`src/sv/assert_macros.svh`:
```
// assertion macros shared by the rtl files
// depends on nothing; included by modules that check their own logic
`ifndef ASSERT_MACROS_SVH
`define ASSERT_MACROS_SVH

// implication checked on every clock edge outside reset
`define ASSERT_IMPL(label, clk, rst_n, ante, cons, msg) \
	label: assert property (@(posedge clk) disable iff (!rst_n) (ante) |-> (cons)) \
		else $error(msg);

// next-cycle implication
`define ASSERT_NEXT(label, clk, rst_n, ante, cons, msg) \
	label: assert property (@(posedge clk) disable iff (!rst_n) (ante) |=> (cons)) \
		else $error(msg);

`endif

```
`src/sv/sgsa_pkg.sv`:
```
// shared constants and types for the stereo gaze servo angle unit
// no dependencies
`timescale 1ns / 1ps
`default_nettype none
package sgsa_pkg;
	localparam int CoordW = 19;
	localparam int DiffW  = 21;
	localparam int CordW  = 40;   // x,y datapath: diff * 2^16 plus growth
	localparam int AccW   = 28;   // angle accumulator, 2^-24 rad
	localparam int AngW   = 18;   // angle in 2^-14 rad
	localparam int PosW   = 11;
	localparam int TabLen = 24;
	localparam logic signed [AccW-1:0] PiQ24 = 28'sd52707179;

	typedef enum logic [2:0] {
		REG_ORIGIN_X, REG_ORIGIN_Y, REG_ORIGIN_Z, REG_HALF_SPACING,
		REG_PAN_MIN, REG_PAN_MAX, REG_TILT_MIN, REG_TILT_MAX
	} reg_idx_t;

	function automatic logic signed [AccW-1:0] atan_tab(input int i);
		logic signed [AccW-1:0] r;
		case (i)
			0: r = 28'sd13176795;
			1: r = 28'sd7778716;
			2: r = 28'sd4110060;
			3: r = 28'sd2086331;
			4: r = 28'sd1047214;
			5: r = 28'sd524117;
			6: r = 28'sd262123;
			7: r = 28'sd131069;
			default: r = (i < TabLen) ? (28'sd65536 >>> (i - 8)) : 28'sd0;
		endcase
		return r;
	endfunction
endpackage
`default_nettype wire

```
`src/sv/sgsa_cordic.sv`:
```
// pipelined atan2 by cordic vectoring, one rotation per stage
// depends on sgsa_pkg and assert_macros.svh
`timescale 1ns / 1ps
`default_nettype none
`include "assert_macros.svh"
module sgsa_cordic import sgsa_pkg::*; #(
	parameter int Steps = 16
) (
	input  wire logic                    clk,
	input  wire logic                    arst_n,
	input  wire logic                    in_valid,
	input  wire logic signed [DiffW-1:0] x_in,
	input  wire logic signed [DiffW-1:0] y_in,
	output logic                         out_valid,
	output logic signed [AngW-1:0]       angle
);
	localparam int N = (Steps < TabLen) ? Steps : TabLen;

	logic                   v_s [N+1];
	logic                   z_s [N+1];
	logic signed [CordW-1:0] x_s [N+1];
	logic signed [CordW-1:0] y_s [N+1];
	logic signed [AccW-1:0]  a_s [N+1];

	// quadrant fold
	always_ff @(posedge clk or negedge arst_n) begin
		if (!arst_n) begin
			v_s[0] <= 1'b0;
		end else begin
			v_s[0] <= in_valid;
		end
	end
	always_ff @(posedge clk) begin
		z_s[0] <= (x_in == '0) && (y_in == '0);
		if (x_in < 0) begin
			x_s[0] <= -({{(CordW-DiffW-16){x_in[DiffW-1]}}, x_in, 16'd0});
			y_s[0] <= -({{(CordW-DiffW-16){y_in[DiffW-1]}}, y_in, 16'd0});
			a_s[0] <= (y_in >= 0) ? PiQ24 : -PiQ24;
		end else begin
			x_s[0] <= {{(CordW-DiffW-16){x_in[DiffW-1]}}, x_in, 16'd0};
			y_s[0] <= {{(CordW-DiffW-16){y_in[DiffW-1]}}, y_in, 16'd0};
			a_s[0] <= '0;
		end
	end

	for (genvar i = 0; i < N; i++) begin : g_step
		always_ff @(posedge clk or negedge arst_n) begin
			if (!arst_n) begin
				v_s[i+1] <= 1'b0;
			end else begin
				v_s[i+1] <= v_s[i];
			end
		end
		always_ff @(posedge clk) begin
			z_s[i+1] <= z_s[i];
			if (!y_s[i][CordW-1]) begin
				x_s[i+1] <= x_s[i] + (y_s[i] >>> i);
				y_s[i+1] <= y_s[i] - (x_s[i] >>> i);
				a_s[i+1] <= a_s[i] + atan_tab(i);
			end else begin
				x_s[i+1] <= x_s[i] - (y_s[i] >>> i);
				y_s[i+1] <= y_s[i] + (x_s[i] >>> i);
				a_s[i+1] <= a_s[i] - atan_tab(i);
			end
		end
	end

	logic signed [AccW-1:0] rnd;
	assign rnd = a_s[N] + 28'sd512;

	always_ff @(posedge clk or negedge arst_n) begin
		if (!arst_n) begin
			out_valid <= 1'b0;
		end else begin
			out_valid <= v_s[N];
		end
	end
	always_ff @(posedge clk) begin
		angle <= z_s[N] ? '0 : rnd[AccW-1:10];
	end

	`ASSERT_NEXT(a_valid_flow, clk, arst_n, v_s[N], out_valid, "cordic valid lost")
	`ASSERT_NEXT(a_no_ghost, clk, arst_n, !v_s[N], !out_valid, "cordic valid invented")
	`ASSERT_NEXT(a_zero_angle, clk, arst_n, v_s[N] && z_s[N], angle == '0, "zero vector angle")
endmodule
`default_nettype wire

```
`config.mk`:
```
export PLATFORM = sky130hd
export DESIGN_NAME = sgsa_cordic
export DESIGN_NICKNAME = d
export VERILOG_FILES = /design/src/sv/sgsa_pkg.sv /design/src/sv/sgsa_cordic.sv
export VERILOG_INCLUDE_DIRS = /design/src /design/src/sv
export SDC_FILE = /design/constraint.sdc
export NUM_CORES = 2
export LEC_CHECK = 0
export BUFFER_PORTS_ARGS = -buffer_cell sky130_fd_sc_hd__buf_2
export CORE_MARGIN = 10
export CORE_UTILIZATION = 30
export CTS_CLUSTER_DIAMETER = 30
export DETAILED_ROUTE_END_ITERATION = 6
export PLACE_DENSITY_LB_ADDON = 0.05
export SETUP_SLACK_MARGIN = 0.02
export SYNTH_ARGS = -nofsm -noshare
export SYNTH_HDL_FRONTEND = slang
export SYNTH_SLANG_ARGS = --single-unit
```
`constraint.sdc`:
```
create_clock -name clk -period 9.9 [get_ports clk]
set_input_delay 1.98 -clock clk [delete_from_list [all_inputs] [get_ports clk]]
set_output_delay 1.98 -clock clk [all_outputs]
set_load 0.02 [all_outputs]
```
* After elaboration in Yosys (flattened, before gate mapping)
Memories as Yosys holds them, arrays and structs flattened.
Cells that the tools add are included.
** Operators by class
- Add/subtract/negate cells :: 98
- $lt $le $gt $ge :: 2
- Mux-type cells :: 87
- Bitwise gates (word level) :: 51
- Reduce and logical (&&, ||, !) cells :: 3
** Operators by type and width (number)
- 40-bit two-way mux :: 34
- 28-bit two-way mux :: 18
- 40-bit by 25-bit adder with 40-bit output :: 2
- 40-bit by 26-bit adder with 40-bit output :: 2
- 40-bit by 27-bit adder with 40-bit output :: 2
- 40-bit by 28-bit adder with 40-bit output :: 2
- 40-bit by 29-bit adder with 40-bit output :: 2
- 40-bit by 30-bit adder with 40-bit output :: 2
- 40-bit by 31-bit adder with 40-bit output :: 2
- 40-bit by 32-bit adder with 40-bit output :: 2
- 40-bit by 33-bit adder with 40-bit output :: 2
- 40-bit by 34-bit adder with 40-bit output :: 2
- 40-bit by 35-bit adder with 40-bit output :: 2
- 40-bit by 36-bit adder with 40-bit output :: 2
- 40-bit by 37-bit adder with 40-bit output :: 2
- 40-bit by 38-bit adder with 40-bit output :: 2
- 40-bit by 39-bit adder with 40-bit output :: 2
- 40-bit negator :: 2
- 40-bit by 25-bit subtractor with 40-bit output :: 2
- 40-bit by 26-bit subtractor with 40-bit output :: 2
- 40-bit by 27-bit subtractor with 40-bit output :: 2
- 40-bit by 28-bit subtractor with 40-bit output :: 2
- 40-bit by 29-bit subtractor with 40-bit output :: 2
- 40-bit by 30-bit subtractor with 40-bit output :: 2
- 47 further kinds :: 145
** Word-level totals
- Register bits after elaboration :: 36
- Memory bits (writable) :: 1853
- Input port bits :: 45
- Logic and storage cells :: 264
- Memories kept :: 4
** Memories
- x_s :: depth 17, width 40, rd ports 16, clocked after Yosys merged registers in 0, write ports 17, line sgsa_cordic.sv:21 : logic signed [CordW-1:0] x_s [N+1];
- y_s :: depth 17, width 40, rd ports 16, clocked after Yosys merged registers in 0, write ports 17, line sgsa_cordic.sv:22 : logic signed [CordW-1:0] y_s [N+1];
- a_s :: depth 17, width 28, rd ports 17, clocked after Yosys merged registers in 0, write ports 17, line sgsa_cordic.sv:23 : logic signed [AccW-1:0] a_s [N+1];
- z_s :: depth 17, width 1, rd ports 17, clocked after Yosys merged registers in 0, write ports 17, line sgsa_cordic.sv:20 : logic z_s [N+1];

* Depth between registers and ports, before layout
- Depth in word-level cells :: 4
- Depth in mapped cells :: 24
- Gate-level depth less buffers :: 23

* Worst setup path before layout
No wires, ideal clock.
- Kind :: reg-to-reg
- Start :: memory x_s[5][8]
- End :: memory y_s[6][39]
- Setup time :: 0.072 ns
- Arrival :: 4.512 ns
- Data required time :: 9.828 ns
- Setup slack :: 5.316 ns
- Cell stages (with the launch flop) :: 20
- Period minus slack after synthesis :: 4.584 ns
- Cells stage by stage :: dfxtp_1 nor2_1 nor4b_1 nor3b_1 nor4b_1 nand3b_1 nor2_1 a21oi_1 xor2_1 ha_1 a21o_1 a21oi_1 nor2b_1 o21bai_1 a311o_1 a31o_2 a311o_1 a221o_1 a21oi_1 xnor2_1
** RTL lines (line)
- from (decl) :: sgsa_cordic.sv:21
- to (decl) :: sgsa_cordic.sv:22

==> results_dict.tcl <==
set metrics [dict create \
    outcome "finished, final reports clean" \
    cts_sinks 1449 \
    critical_path_cell_count 19 \
    detail-route-antenna-nets 0 \
    ys_seq_area_share_pct 27.2 \
    effective_utilization_at_floorplan_pct 30.1 \
    unrepaired_setup_endpoints_after_global_routing "false" \
    multi_input_area_um2 74800 \
    synth_simple_gate_area_share_pct 16.2 \
    wire_length_reported_by_the_detailed_router_um 340000 \
    hpwl_after_detailed_placement_um 280000 \
    post_cts_hold_buffer_count 0 \
    critPathTopFamily "simple AND/OR/NAND/NOR gates" \
    critical_path_arrival_ns 6.67 \
    ioPinCount 64 \
    timing_hold_violations_final 0 \
    crit_top_cell "a21o_1" \
    totalNegativeSetupSlack_ns 0 \
    min_period_ns 5.81 \
    drt_pass1_iterations 5 \
    synth_flop_cell "dfxtp_1" \
    syn-cell-area_um2 107000 \
    grt_max_degree 72 \
    timing.fmax_mhz 172 \
    avgSynthCellArea_um2 8.37 \
    busiest_layer "met2" \
    reg2reg_depth 19 \
    detailroute.via_count 91430 \
    core.rowCount 219 \
    final.period_utilization_pct 58.7 \
    ctsRootBufferMaster "clkbuf_16" \
    synth_cell_types 105 \
    seq_area_um2 29100 \
    max_cap_viol_count 0 \
    ys_seq_elements 1449 \
    main_combinational_cell_family_by_area_after_synthesis "compound AO/OA/AOI/OAI gates" \
    timing.max_slew.rel_slack_pct 15.5 \
    crit_path_start_kind "flop" \
    timing.critical_path.buf_inv 0 \
    routability_congestion 0.830 \
    timing.hold.worst_path_depth 0 \
    die-area_um2 380000 \
    met2_track_demand_over_resource_pct 29.5 \
    gr-usage-met3_pct 2.07 \
    synth-async-reset-ratio_pct 1.24 \
    clkLatencyLatePin_ns 0.93 \
    yosys-mux-area-fraction_pct 0.547 \
    clock_tree.buffer_depth 4 \
    slowest_delay_ns 0.83 \
    post_cts.repair.setup_buffers 0 \
    setup.worst_path.end_class "flop" \
    timing.setup.critical_path_class "flop to flop" \
    arithmetic_cell_share_of_the_synthesized_area_counting_full_adders_half_adders_and_majority_gates_pct 16.5 \
    cp_slowest_cell "nor4_1" \
    die_w_um 617 \
    num-nets-final 14495 \
    min-delay-path-class "flop to flop" \
    number_of_enable_type_register_cells_in_the_synthesized_netlist 0 \
    grt_first_pass_wirelength_um 528000 \
    tritoncts.num_buffers 395 \
    grt_antenna_before_repair 14 \
    port_buffers 63 \
    timing.final.max_slew_violations 0 \
    path_clk_slew_ns 0.05 \
    synthToLayoutAreaGrowth_pct 19.0 \
    grt.met1_usage_pct 22.6 \
    groute.usage.overall_pct 17.1 \
    dieHeight_um 617 \
    drtIter0Drc 5070 \
    vias_per_cell 5.04 \
    core_region_area_um2 355000 \
    post_synth_xor_area_fraction_pct 15.5 \
    cts_tree "done" \
    compound_gate_portion_of_the_synthesized_area_pct 21.3 \
    final.fill_count 36694 \
    path_cells "or3_1, nor4_1, nand2_1, nor4_1, nand2_1, nor4b_2, nor2_1, xor2_1, ha_1, a21o_1, a21o_1, a21o_1, a21o_1, a21oi_1, nor2b_1, a211o_1, a31o_2, a21oi_1, xnor2_1" \
    post_route_cells_drive_above_1_share_pct 7.10 \
    ys_warn_count 0 \
    timing_worst_slew_pin_value_ns 1.24 \
    htreeDepth 5 \
    crit_fanout 6 \
    route.detailed.drc 0 \
    grt_ovf 0 \
    finalSetupViolCount 0 \
    first_global_vias 90916 \
    cts_resized 0 \
    syn-instance-count 12767 \
    post_detailed_route_wirelength_per_cell_um 18.8 \
    critPathRequiredTime_ns 10.75 \
    clock-skew-final_ns 0.0811 \
]
==> per-stage QoR <==
stage	hold WS [ns]	setup WS, ns	cell area [µm²]	cells	util (%)
2_1_floorplan	0.310	5.32	107000	12769	-
3_3_place_gp	0.310	4.18	113000	17413	31.7
3_5_place_dp	0.312	4.20	113000	17413	31.7
4_1_cts	0.314	4.22	127000	18150	35.8
5_1_grt	0.313	3.74	127000	18151	35.8
6_report	0.318	4.09	127000	18155	35.8
==> kinds of logic after synthesis <==
group / Yosys count
AO/OA/AOI/OAI: 3622
AND/OR/NAND/NOR: 3587
XOR/XNOR: 1886
flip-flops: 1449
adder cells (fa/ha/maj): 1391
buffers and inverters: 776
multiplexers: 55
other: 1
==> final timing paths <==
| check | start | to | slack (ns) |
|---|---|---|---|
| worst min-delay path | z_s[5] | z_s[6] | 0.32 |
| min in group asynchronous | arst_n | v_s[1] | 0.96 |
| worst max register to register | x_s[10][13] | y_s[11][37] | 4.09 |
| worst min register to register | z_s[5] | z_s[6] | 0.32 |
| max in group asynchronous | arst_n | v_s[10] | 8.66 |
| worst max-delay path | x_s[10][13] | y_s[11][37] | 4.09 |
==> final cells by class <==
| type | count | share of cell area, % |
|---|---|---|
| multi-input combinational | 10544 | 58.8 |
| clock inverter | 246 | 2.97 |
| tap | 4751 | 4.67 |
| timing repair buffer | 91 | 0.413 |
| clock buffer | 491 | 8.50 |
| antenna | 5 | 0.00984 |
| inverter | 578 | 1.71 |
| sequential | 1449 | 22.9 |
==> routing by layer <==
metal,routed length (µm),vias up
met5,0,-
met4,8770,0
met3,12100,469
met2,160000,1539
met1,159000,43206
li1,-,46216
==> synth_stat cells (18+ instances only) <==
| library cell | count | area, µm² |
|---|---|---|
| dfxtp_1 | 1431 | 28600 |
| a21oi_1 | 1383 | 6920 |
| ha_1 | 1354 | 16900 |
| nor2_1 | 1280 | 4800 |
| xnor2_1 | 1244 | 10900 |
| xor2_1 | 642 | 5620 |
| nand2_1 | 623 | 2340 |
| o21ai_0 | 576 | 2880 |
| inv_1 | 570 | 2140 |
| a21o_1 | 534 | 4010 |
| nor3_1 | 374 | 1870 |
| nand2b_1 | 216 | 1350 |
| nor2b_1 | 214 | 1340 |
| nand3_1 | 192 | 961 |
| o21a_1 | 177 | 1330 |
| o21bai_1 | 169 | 1270 |
| clkbuf_1 | 155 | 582 |
| a31oi_1 | 146 | 913 |
| and3_1 | 120 | 751 |
| nand4_1 | 96 | 601 |
| and2_1 | 95 | 594 |
| a211oi_1 | 91 | 683 |
| nor4_1 | 90 | 563 |
| or3_1 | 84 | 526 |
| o31ai_1 | 62 | 465 |
| a21boi_0 | 54 | 405 |
| o41ai_1 | 47 | 412 |
| or2_2 | 43 | 269 |
| or4_1 | 42 | 315 |
| buf_1 | 39 | 146 |
| fa_1 | 37 | 741 |
| o211ai_1 | 37 | 278 |
| a211o_1 | 30 | 263 |
| a31o_2 | 30 | 263 |
| mux2i_1 | 28 | 280 |
| mux2_2 | 27 | 304 |
| nor3b_1 | 27 | 203 |
| a41oi_1 | 24 | 210 |
| a221oi_1 | 23 | 201 |
| a2111oi_0 | 22 | 193 |
| and4_1 | 20 | 175 |
| o2111ai_1 | 20 | 175 |
| o31a_1 | 20 | 175 |
| nand3b_1 | 19 | 143 |
| dfrtp_1 | 18 | 450 |
==> worst reg2reg max path: cells and delay by family (launching register included) <==
family          cells  cell delay [ns]
compound gates      8             1.55
simple gates        8             3.35
xor+xnor            2             0.32
fa+ha+maj           1             0.22
flops               1             0.34
==> sequential cells by signal (all words and copies together), names as in the netlist <==
name	count
y_s	524
x_s	503
a_s	369
angle	18
v_s	17
z_s	17
out_valid	1
==> cell usage in the layout (no fill, tap or decap), types with 95 or more instances in the layout <==
| cell type | count |
|---|---|
| ha_1 | 1354 |
| and2_1 | 95 |
| and3_1 | 120 |
| inv_1 | 570 |
| o21bai_1 | 169 |
| xnor2_1 | 1244 |
| a31oi_1 | 146 |
| nor2_1 | 1280 |
| o21ai_0 | 576 |
| nand2_1 | 623 |
| nand3_1 | 192 |
| clkbuf_16 | 397 |
| nand4_1 | 96 |
| a21oi_1 | 1383 |
| xor2_1 | 642 |
| nor3_1 | 374 |
| dfxtp_1 | 1416 |
| nand2b_1 | 216 |
| a21o_1 | 534 |
| o21a_1 | 177 |
| nor2b_1 | 214 |
Power is not shown: default switching activity piles up to over one toggle a cycle in this logic, so the estimate is an artifact.
