==> src/sv/assert_macros.svh <==
// assertion macros shared by the rtl files
// depends on nothing; included by modules that check their own logic
`ifndef ASSERT_MACROS_SVH
`define ASSERT_MACROS_SVH

// implication checked on every clock edge outside reset
`define ASSERT_IMPL(label, clk, rst_n, ante, cons, msg) \
	label: assert property (@(posedge clk) disable iff (!rst_n) (ante) |-> (cons)) \
		else $error(msg);

// next-cycle implication
`define ASSERT_NEXT(label, clk, rst_n, ante, cons, msg) \
	label: assert property (@(posedge clk) disable iff (!rst_n) (ante) |=> (cons)) \
		else $error(msg);

`endif

==> src/sv/sgsa_pkg.sv <==
// shared constants and types for the stereo gaze servo angle unit
// no dependencies
`timescale 1ns / 1ps
`default_nettype none
package sgsa_pkg;
	localparam int CoordW = 19;
	localparam int DiffW  = 21;
	localparam int CordW  = 40;   // x,y datapath: diff * 2^16 plus growth
	localparam int AccW   = 28;   // angle accumulator, 2^-24 rad
	localparam int AngW   = 18;   // angle in 2^-14 rad
	localparam int PosW   = 11;
	localparam int TabLen = 24;
	localparam logic signed [AccW-1:0] PiQ24 = 28'sd52707179;

	typedef enum logic [2:0] {
		REG_ORIGIN_X, REG_ORIGIN_Y, REG_ORIGIN_Z, REG_HALF_SPACING,
		REG_PAN_MIN, REG_PAN_MAX, REG_TILT_MIN, REG_TILT_MAX
	} reg_idx_t;

	function automatic logic signed [AccW-1:0] atan_tab(input int i);
		logic signed [AccW-1:0] r;
		case (i)
			0: r = 28'sd13176795;
			1: r = 28'sd7778716;
			2: r = 28'sd4110060;
			3: r = 28'sd2086331;
			4: r = 28'sd1047214;
			5: r = 28'sd524117;
			6: r = 28'sd262123;
			7: r = 28'sd131069;
			default: r = (i < TabLen) ? (28'sd65536 >>> (i - 8)) : 28'sd0;
		endcase
		return r;
	endfunction
endpackage
`default_nettype wire

==> src/sv/sgsa_scale.sv <==
// clamp an angle to limits, scale by reciprocal and map to 0..2000
// depends on sgsa_pkg; three register stages
`timescale 1ns / 1ps
`default_nettype none
module sgsa_scale import sgsa_pkg::*; #(
	parameter int Range = 11436
) (
	input  wire logic                    clk,
	input  wire logic                    arst_n,
	input  wire logic                    in_valid,
	input  wire logic signed [AngW-1:0]  angle,
	input  wire logic signed [15:0]      lo,
	input  wire logic signed [15:0]      hi,
	output logic                         out_valid,
	output logic [PosW-1:0]              position
);
	localparam longint Recip = (64'd1000 * 64'd16777216 + Range / 2) / Range;
	localparam logic signed [47:0] Lim = 48'sd16777216000;

	logic signed [AngW-1:0] c0, c1;
	logic signed [AngW-1:0] ang_s1;
	logic                   v_s1;
	logic signed [47:0]     q_s2;
	logic                   v_s2;
	logic signed [47:0]     qs;
	logic signed [47:0]     sum;

	always_comb begin
		c0 = (angle < AngW'(lo)) ? AngW'(lo) : angle;
		c1 = (c0 > AngW'(hi)) ? AngW'(hi) : c0;
	end

	always_ff @(posedge clk or negedge arst_n) begin
		if (!arst_n) begin
			v_s1 <= 1'b0;
			v_s2 <= 1'b0;
			out_valid <= 1'b0;
		end else begin
			v_s1 <= in_valid;
			v_s2 <= v_s1;
			out_valid <= v_s2;
		end
	end

	always_ff @(posedge clk) begin
		ang_s1 <= c1;
		q_s2 <= 48'(ang_s1) * $signed({1'b0, 31'(Recip)});
	end

	always_comb begin
		qs = (q_s2 > Lim) ? Lim : ((q_s2 < -Lim) ? -Lim : q_s2);
		sum = qs + Lim;
	end

	always_ff @(posedge clk) begin
		position <= sum[24 +: PosW];
	end
endmodule
`default_nettype wire

==> config.mk <==
export PLATFORM = sky130hd
export DESIGN_NAME = sgsa_scale
export DESIGN_NICKNAME = d
export VERILOG_FILES = /design/src/sv/assert_macros.svh /design/src/sv/sgsa_pkg.sv /design/src/sv/sgsa_scale.sv
export SDC_FILE = /design/constraint.sdc
export NUM_CORES = 1
export LEC_CHECK = 0
export BUFFER_PORTS_ARGS = -buffer_cell sky130_fd_sc_hd__clkbuf_2
export CAP_MARGIN = 5
export CORE_AREA = 2 2 128 130
export CTS_BUF_LIST = sky130_fd_sc_hd__clkbuf_4
export DETAILED_ROUTE_END_ITERATION = 8
export DIE_AREA = 0 0 130 132
export PLACE_DENSITY = 0.83
export SETUP_SLACK_MARGIN = 0.15
export SYNTH_ARGS = -nofsm -noshare
export SYNTH_HDL_FRONTEND = slang
export SYNTH_SLANG_ARGS = --single-unit
==> constraint.sdc <==
create_clock -name clk -period 9.93 [get_ports clk]
set_input_delay 1.4895 -clock clk [delete_from_list [all_inputs] [get_ports clk]]
set_output_delay 1.4895 -clock clk [all_outputs]
set_load 0.1 [all_outputs]
=== Word level (Yosys, flattened, before mapping) ===
Index checks and enable logic that the tools add are counted.

* Mux-type cells: 4
* Reductions and logical operators: 0
* Multiply operators: 1
* Div/mod/pow operators: 0
* Add/subtract/negate cells: 1
* Equal/unequal tests: 0
* $lt $le $gt $ge: 4
* Shifts and indexed selects: 0
* Bitwise gates (word level): 0

{| class="wikitable"
|+ Operator list
! kind !! number
|-
| 2-to-1 mux 35 bit || 2
|-
| > comparator 40 x 35 -> 1 bit (second input constant) || 1
|-
| < comparator 40 x 35 -> 1 bit (second input constant) || 1
|-
| multiplier 18 x 22 -> 40 bit (second input constant) || 1
|-
| 2-to-1 mux 18 bit || 2
|-
| adder 35 bit (second input constant) || 1
|-
| > comparator 18 x 16 -> 1 bit || 1
|-
| < comparator 18 x 16 -> 1 bit || 1
|}

* Bits in latches: 0
* Bits in registers: 72
* Bits in writable memories: 0
* Logic and storage cells: 16
* Memories kept: 0
* ROM bits: 0
* Input port bits: 53

=== Depth between registers and ports, before layout ===
Gate-level depths: netlist of run 1.

* Word-level depth: 4
* Mapped depth: 22

=== Worst setup path after synthesis of run 1 ===
No wires, ideal clock.

* Path type: register to register
* Start: register ang_s1[7]
* End: register q_s2[38]
* Arrival: 5.497 ns
* Slack: 4.360 ns
* Library setup time: 0.072 ns
* Data required time: 9.858 ns
* Stages on the path, launching flop included: 22
* Path buffers: 0
* Clock period less this slack: 5.570 ns
* Path through: dfxtp_1 > inv_1 > ha_1 > inv_1 > fa_1 > inv_1 > fa_1 > inv_1 > fa_1 > inv_1 > fa_1 > fa_1 > inv_1 > ha_1 > a21oi_1 > o21ai_0 > a211oi_2 > a211oi_1 > o21a_1 > a211o_1 > a311oi_2 > xnor2_1

* Cells in the longest elaborated chain, start to end: 1

{| class="wikitable"
|+ RTL lines
! element !! RTL line !! text
|-
| start, declared || sgsa_scale.sv:21 || <nowiki>logic signed [AngW-1:0] ang_s1;</nowiki>
|-
| start signal, assigned || sgsa_scale.sv:46 || <nowiki>ang_s1 <= c1;</nowiki>
|-
| multiplier 18 x 22 -> 40 bit || sgsa_scale.sv:47 || <nowiki>q_s2 <= 48'(ang_s1) * $signed({1'b0, 31'(Recip)});</nowiki>
|-
| end signal, assigned || sgsa_scale.sv:47 ||
|-
| end, declared || sgsa_scale.sv:23 || <nowiki>logic signed [47:0] q_s2;</nowiki>
|}

Every way passes these cells.

=== Final worst setup path of run 1 ===
Same ends and word-level chain as after synthesis.

==> metrics.sh, run 1 <==
RUN_STATUS='finished, final reports clean'
TOTAL_NEGATIVE_SLACK_FOR_SETUP_CHECKS_NS=0
CRITPATHMAXSTAGEDELAY_NS=0.61
ROUTE.VIAS.TOTAL=7271
RELSLEWSLACK_PCT=24.3
SYNTH.AVG_CELL_AREA_SQ_UM=9.84
INITIAL_CORE_UTIL_PCT=64.0
SYNTH_AREA_SQ_MM=0.0101
WORSTMARGINPINSLEW_NS=1.13
STARTPOINT_TYPE='flop'
IO_BUFFERS=64
HP-CLASS='reg -> reg'
ROWS=46
FINAL_LAYOUT_SIZE_SUFFIX_GT1_SHARE_PCT=11.5
TIMING.HOLD.WORST.START='v_s1'
WORST_EP_REQUIRED_TIME_NS=10.32
TRITONCTS_SINKS=72
CRITPATHCAPTURETYPE='flop'
ROUTED_WIRELENGTH_MICRONS=22300
POST_SYNTH_NUM_CELL_TYPES=58
FIRST_ITER_VIOLATIONS=376
MAXIMUM_NUMBER_OF_PINS_ON_ONE_NET_BEFORE_GLOBAL_ROUTE_REPAIR=19
GRT_PASS1_VIAS=7903
TIMING.FMAX_MHz=162
POST_CTS.REPAIR.SETUP_BUFFERS=0
IOS=65
FINAL_CORE_UTIL_PCT=68.6
ASYNC_FLOP_SHARE_PCT=4.17
POST_CTS.RESIZED_INSTANCES=0
MAXCAPVIOLATIONS=0
FINALCRITICALPERIOD_NS=6.18
FINAL_COMMON_CELL='inv_1'
PLACE.DETAILED.HPWL_MICRONS=18900
MIN_DELAY_PATH_DEPTH=0
GRT_FIRST_PASS_WIRELENGTH_MICRONS=37500
TOP_FF_CELL_SYNTH='dfxtp_1'
WORST-PATH-MAX-FANOUT=8
TIMING.RR.START='ang_s1[7]'
FINAL_ANTENNA_NET_COUNT=0
PLACE_CONGESTION=0.923
MAXSLEWVIOLCOUNT=0
PATH_COMMON_CELL='inv_1'
MOST_FREQUENT_CELLS_IN_THE_LAYOUT='249 x inv_1, 215 x ha_1, 124 x fa_1'
R2R_CELLS=21
CRITPATHKIND='reg -> reg'
FINAL_WORST_PATH_PERIOD_SHARE_PCT=62.2
AREA_USED_BY_MULTI_INPUT_COMBINATIONAL_LOGIC_SQ_MM=0.00763
MAX-CLOCK-PATH-BUFFERS=2
SYNTH_ENABLE_FLOP_CELLS=0
FILLERINSTANCES=1132
CLOCK-ROOT-BUFFER='clkbuf_4'
GRT_REMAINING_OVERFLOW=0
INSTANCES_NO_FILL=1311
PLACED_CELLS_INCL_TAPS=1294
DIEAREA_SQ_MM=0.0172
CRITICAL-PATH-SLOWEST-CELL='dfxtp_1'
RSZ_0062_RAISED_AFTER_GLOBAL_ROUTING='false'
FP.DIEW_MICRONS=130
DRT_PRE_ANTENNA_ITERS=6
SEQCELLAREA_SQ_MM=0.00146
DETAIL_ROUTE.VIAS_PER_CELL=5.55
WORSTPATHARRIVAL_NS=6.57
SETUP_VIOL_COUNT_FINAL=0
CTS.REPORTEDPATHS.CLKPINSLEW_NS=0.13
HOLD_VIOL_FINAL=0
SYNTHCELLS=1022
FINALNETCOUNT=1481
DIE_HEIGHT_MICRONS=132
ANTENNA_FOUND_INITIAL=1
DRT_DRC_VIOLATIONS_LEFT=0
AREA.GROWTH.SYNTH_TO_FINAL_PCT=7.14
CTS-BUFFERS-INSERTED=9
CLOCK_TREE_FROM_TRITONCTS='yes'
WORSTHOLDENDPOINT='v_s2'
COREAREA_SQ_MM=0.0157
CRITICAL_PATH.CELL_CHAIN='inv_1 -> ha_1 -> inv_1 -> fa_1 -> inv_1 -> fa_1 -> inv_1 -> fa_1 -> inv_1 -> fa_1 -> fa_1 -> inv_1 -> ha_1 -> a21oi_1 -> o21ai_0 -> a211oi_2 -> a211oi_1 -> o21a_1 -> a211o_1 -> a311oi_2 -> xnor2_1'
REGTOREGENDPOINT='q_s2[38]'
SYNTH_SEQ_AREA_SHARE_PCT=14.5
SYNTH_NETS=1414
SYNTH_WARNINGS=0
CLOCK_INSERTION_DELAY_WORST_SKEW_NS=0.48
ROUTE.DETAILED.WL_PER_INST_MICRONS=17.0
CLOCK-SKEW-FINAL_NS=0.0453
GR-USAGE-ALL-LAYERS_PCT=28.0
CTS_HOLD_REPAIR.BUFFERS=0
REGTOREGSETUPSLACK_NS=3.75
CTS_HTREE_LEVELS=3
SYNTH.FF_LATCH_COUNT=72
==> logic make-up (layout without fill, tap and decap cells) <==
group | after synthesis | in the layout | synth area share, %
flip-flops | 72 | 72 | 14.5
adder cells (fa/ha/maj) | 339 | 339 | 51.4
buffers and inverters | 257 | 329 | 9.71
AND/OR/NAND/NOR | 121 | 121 | 6.18
XOR/XNOR | 32 | 32 | 2.79
multiplexers | 37 | 37 | 4.44
AO/OA/AOI/OAI | 164 | 164 | 11.0
other | 0 | 1 | 0
==> sequential cells by signal, summed over array words and instances, names as in the netlist <==
register,flops
out_valid,1
v_s2,1
ang_s1,18
q_s2,40
v_s1,1
position,11
==> metal layers <==
layer	global-route usage, %	vias to the layer above	part of all wire (%)
met2	46.7	223	48
met5	0	-	0
met1	34.6	3456	42
met4	13.8	0	4.5
li1	-	3513	-
met3	5.28	79	5.1
==> Yosys cell counts, types with 3 or more instances <==
cell type  number  area share (%)
o2111ai_1       3            0.26
a211oi_1        9            0.67
nand2b_1        5            0.31
xor2_1         10            0.87
nand2_1        26            0.97
fa_1          124              25
nor3_1          8            0.40
mux2i_1         3            0.30
o21bai_1       10            0.75
inv_1         249             9.3
nor4_1          7            0.44
dfrtp_1         3            0.75
mux2_2         25             2.8
mux2_4          9             1.3
and2_1          5            0.31
o22ai_1         3            0.19
a21o_1         26             1.9
nor2_1         20            0.75
xnor2_1        22             1.9
a211o_1         4            0.35
dfxtp_1        69              14
a21oi_1        51             2.5
clkbuf_1        5            0.19
nand4_1         8            0.50
and3_1          9            0.56
o21ai_0        20            0.99
a31oi_1         5            0.31
nor2b_1         9            0.56
nand3_1        14            0.70
o21ai_1         3            0.15
ha_1          215              27
or3_1           3            0.19
or2_2           4            0.25
o21a_1          7            0.52
==> cell type report <==
class                      count  area share [%]
multi-input combinational    693            70.8
sequential                    72            13.5
inverter                     249            8.67
timing repair buffer          64            2.97
tap                          216            2.51
clock inverter                 6           0.859
clock buffer                  10           0.696
antenna                        1          0.0232
==> worst max-delay path: cells and delay by family (launching register included) <==
kind	cells	cell delay [ns]
DFF	1	0.61
adders and majority gates	7	3.28
xor gates and xnor gates	1	0.16
buffers and inverters	6	0.48
AOI/OAI and AO/OA	7	1.56
==> metrics by stage <==
step	cell area (sq um)	worst slack, ns	hold WS [ns]
finish	10800	3.75	0.367
global route	10800	3.49	0.373
CTS	10800	3.77	0.370
detailed placement	10600	3.72	0.338
global placement	10600	3.88	0.336
floorplan	10100	4.36	0.331
==> worst max path at each step <==
stage	end	from	depth (start not counted)
after detailed placement	ang_s1[10]	lo[15]	17
after CTS	q_s2[38]	ang_s1[7]	21
final	q_s2[38]	ang_s1[7]	21
after global routing	q_s2[37]	ang_s1[10]	21
after floorplan	q_s2[38]	ang_s1[7]	21
after global placement	ang_s1[4]	lo[15]	17
Power of run 1 is left out: the tool's default activity adds up to more than one toggle a clock period on the data nets, which glitch-free logic cannot reach.
==> run 2: changes to the inputs <==
Settings changed: CORE_AREA 2 2 128 130 to 2 2 129 131, DIE_AREA 0 0 130 132 to 0 0 131 133, PLACE_DENSITY 0.83 to 0.82.
Clock period 9.93 ns to 6 ns, I/O delays scaled along.
==> run 2 against run 1 <==
Effect of this change: the flow now finishes with violations (DRC); register-to-register slack got worse by 3.3 ns; die area rose by 1.5%; flip-flop and latch count did not move; critical path depth fell by 4; clock skew fell by 0.021 ns; non-clock buffer count rose by 9; global-route usage fell by 0.80 points; first-iteration DRC count rose by 19%; largest cell class unchanged; highest routed layer unchanged.
==> metrics.sh, run 2 (synthesis results as in run 1) <==
REGTOREGENDPOINT='q_s2[38]'
DRT_DRC_VIOLATIONS_LEFT=2  # +2
FINAL_LAYOUT_SIZE_SUFFIX_GT1_SHARE_PCT=13.7  # +2.2 points
TOTAL_NEGATIVE_SLACK_FOR_SETUP_CHECKS_NS=0  # unchanged
CTS-BUFFERS-INSERTED=9  # unchanged
AREA.GROWTH.SYNTH_TO_FINAL_PCT=8.70
DIEAREA_SQ_MM=0.0174  # +1.5%
MAX-CLOCK-PATH-BUFFERS=2  # unchanged
FLIP_FLOP_COUNT_OF_THE_LARGEST_REGISTER_AFTER_LAYOUT=40  # unchanged
PLACE_CONGESTION=0.915  # -0.80%
HP-CLASS='in -> async'
STARTPOINT_TYPE='flop'
DIE_HEIGHT_MICRONS=133  # +0.76%
POST_CTS.REPAIR.SETUP_BUFFERS=0  # unchanged
ROUTE.VIAS.TOTAL=7302  # +0.43%
TIMING.CRITICAL_PATH.MAX_DELAY_FAMILY='adder cells'
MAXIMUM_NUMBER_OF_PINS_ON_ONE_NET_BEFORE_GLOBAL_ROUTE_REPAIR=16  # -3
PLACE.DETAILED.HPWL_MICRONS=19700  # +4.1%
DRT_PRE_ANTENNA_ITERS=7  # +1
PATH_COMMON_CELL='fa_1'
INITIAL_CORE_UTIL_PCT=62.2  # -1.8 points
CRITPATHKIND='reg -> reg'
GRT_FIRST_PASS_WIRELENGTH_MICRONS=36300  # -3.1%
WORST-PATH-MAX-FANOUT=6  # -2
CRITPATHCAPTURETYPE='flop'
ROUTE.DETAILED.WL_PER_INST_MICRONS=16.8  # -1.1%
ANTENNA_FOUND_INITIAL=1  # unchanged
TIMING.FMAX_MHz=179  # +11%
COREAREA_SQ_MM=0.0162  # +2.9%
IO_BUFFERS=64  # unchanged
RSZ_0062_RAISED_AFTER_GLOBAL_ROUTING='false'
MOST_FREQUENT_CELLS_IN_THE_LAYOUT='249 x inv_1, 211 x ha_1, 123 x fa_1'
LARGESTREGISTERS='q_s2 x40, ang_s1 x18, position x11'
CLOCK_INSERTION_DELAY_WORST_SKEW_NS=0.49  # about the same
ROUTED_WIRELENGTH_MICRONS=22300  # about the same
CRITPATHMAXSTAGEDELAY_NS=0.56  # -0.05 ns
FINAL_WORST_PATH_PERIOD_SHARE_PCT=93.0  # +31 points
IOS=65  # unchanged
FINALCRITICALPERIOD_NS=5.58  # -0.600 ns
MAXSLEWVIOLCOUNT=0  # unchanged
WORSTPATHARRIVAL_NS=6.00  # -0.57 ns
FINAL_COMMON_CELL='inv_1'
CLOCK_TREE_FROM_TRITONCTS='yes'
ROWS=47  # +2.2%
HOLD_VIOL_FINAL=0  # unchanged
WORSTSETUPPATHDEPTH=17  # -19%
MAXCAPVIOLATIONS=0  # unchanged
WORST-PATH-BUF-INV=2  # -4
CTS.REPORTEDPATHS.CLKPINSLEW_NS=0.14  # about the same
RELSLEWSLACK_PCT=57.9  # +34 points
FAILED_CHECKS='DRC'
CLOCK-SKEW-FINAL_NS=0.0241  # -0.0213 ns
FINAL_ANTENNA_NET_COUNT=0  # unchanged
FIRST_ITER_VIOLATIONS=449  # +19%
CLOCK-ROOT-BUFFER='clkbuf_4'
R2R_CELLS=17  # -19%
CRITICAL-PATH-SLOWEST-CELL='fa_1'
WORSTMARGINPINSLEW_NS=0.631  # -0.500 ns
TIMING.RR.START='ang_s1[5]'
GRT_REMAINING_OVERFLOW=0  # unchanged
WORST_EP_REQUIRED_TIME_NS=6.42  # -3.90 ns
CRITICAL_PATH.CELL_CHAIN='ha_2 -> inv_1 -> fa_1 -> fa_1 -> fa_1 -> fa_1 -> inv_1 -> fa_1 -> ha_1 -> a21oi_1 -> o211ai_1 -> a211oi_2 -> a211oi_2 -> o21a_1 -> a211o_1 -> a311oi_2 -> xnor2_1'
SETUP_VIOL_COUNT_FINAL=0  # unchanged
REGMOSTFLOPS='q_s2'
TRITONCTS_SINKS=72  # unchanged
GRT_PASS1_VIAS=7758  # -1.8%
GR-USAGE-ALL-LAYERS_PCT=27.2  # -0.80 points
CTS_HTREE_LEVELS=3  # unchanged
RUN_STATUS='finished with violations'
DETAIL_ROUTE.VIAS_PER_CELL=5.52  # -0.56%
FINALNETCOUNT=1490  # +0.61%
FP.DIEW_MICRONS=131  # +0.77%
REGTOREGSETUPSLACK_NS=0.42  # -3.33 ns
run 2: worst max-delay path by stage:
stage,slack (ns),start,endpoint
2_1_floorplan,0.43,ang_s1[7],q_s2[38]
3_3_place_gp,0.39,ang_s1[16],q_s2[38]
3_5_place_dp,0.28,ang_s1[16],q_s2[38]
4_1_cts,0.23,ang_s1[16],q_s2[38]
5_1_grt,0.16,ang_s1[4],q_s2[38]
6_report,0.42,ang_s1[5],q_s2[38]
run 2: through the flow:
step | setup WS, ns | util [%] | hold slack (ns) | instance area (sq um) | instances
2_1_floorplan | 0.430 | - | 0.331 | 10100 | 1022
3_3_place_gp | 0.389 | 66.1 | 0.337 | 10700 | 1307
3_5_place_dp | 0.282 | 66.1 | 0.337 | 10700 | 1307
4_1_cts | 0.234 | 67.2 | 0.173 | 10900 | 1323
5_1_grt | 0.159 | 67.6 | 0.180 | 10900 | 1324
6_report | 0.420 | 67.6 | 0.197 | 10900 | 1324
run 2: metal layers:
metal  wire length [microns]  GRT usage, %
met4                     874          13.0
met2                   11000          46.1
met3                    1180          4.85
met1                    9260          33.2
met5                       0             0
run 2: area by class of cell:
| class | instances | area (sq um) |
|---|---|---|
| diodes | 1 | 2.50 |
| clock buffers | 9 | 67.6 |
| clock inverters | 7 | 125 |
| fillers | 1207 | 5240 |
| inverters | 249 | 935 |
| multi-input cells | 693 | 7680 |
| flip-flops and latches | 72 | 1470 |
| well taps | 220 | 275 |
| repair buffers | 73 | 388 |
run 2: repair_timing:
item,CTS,global route
setup endpoints to repair,0,11
hold buffers,0,0
gates resized for setup,0,20
Power of run 2 is left out for the same reason.
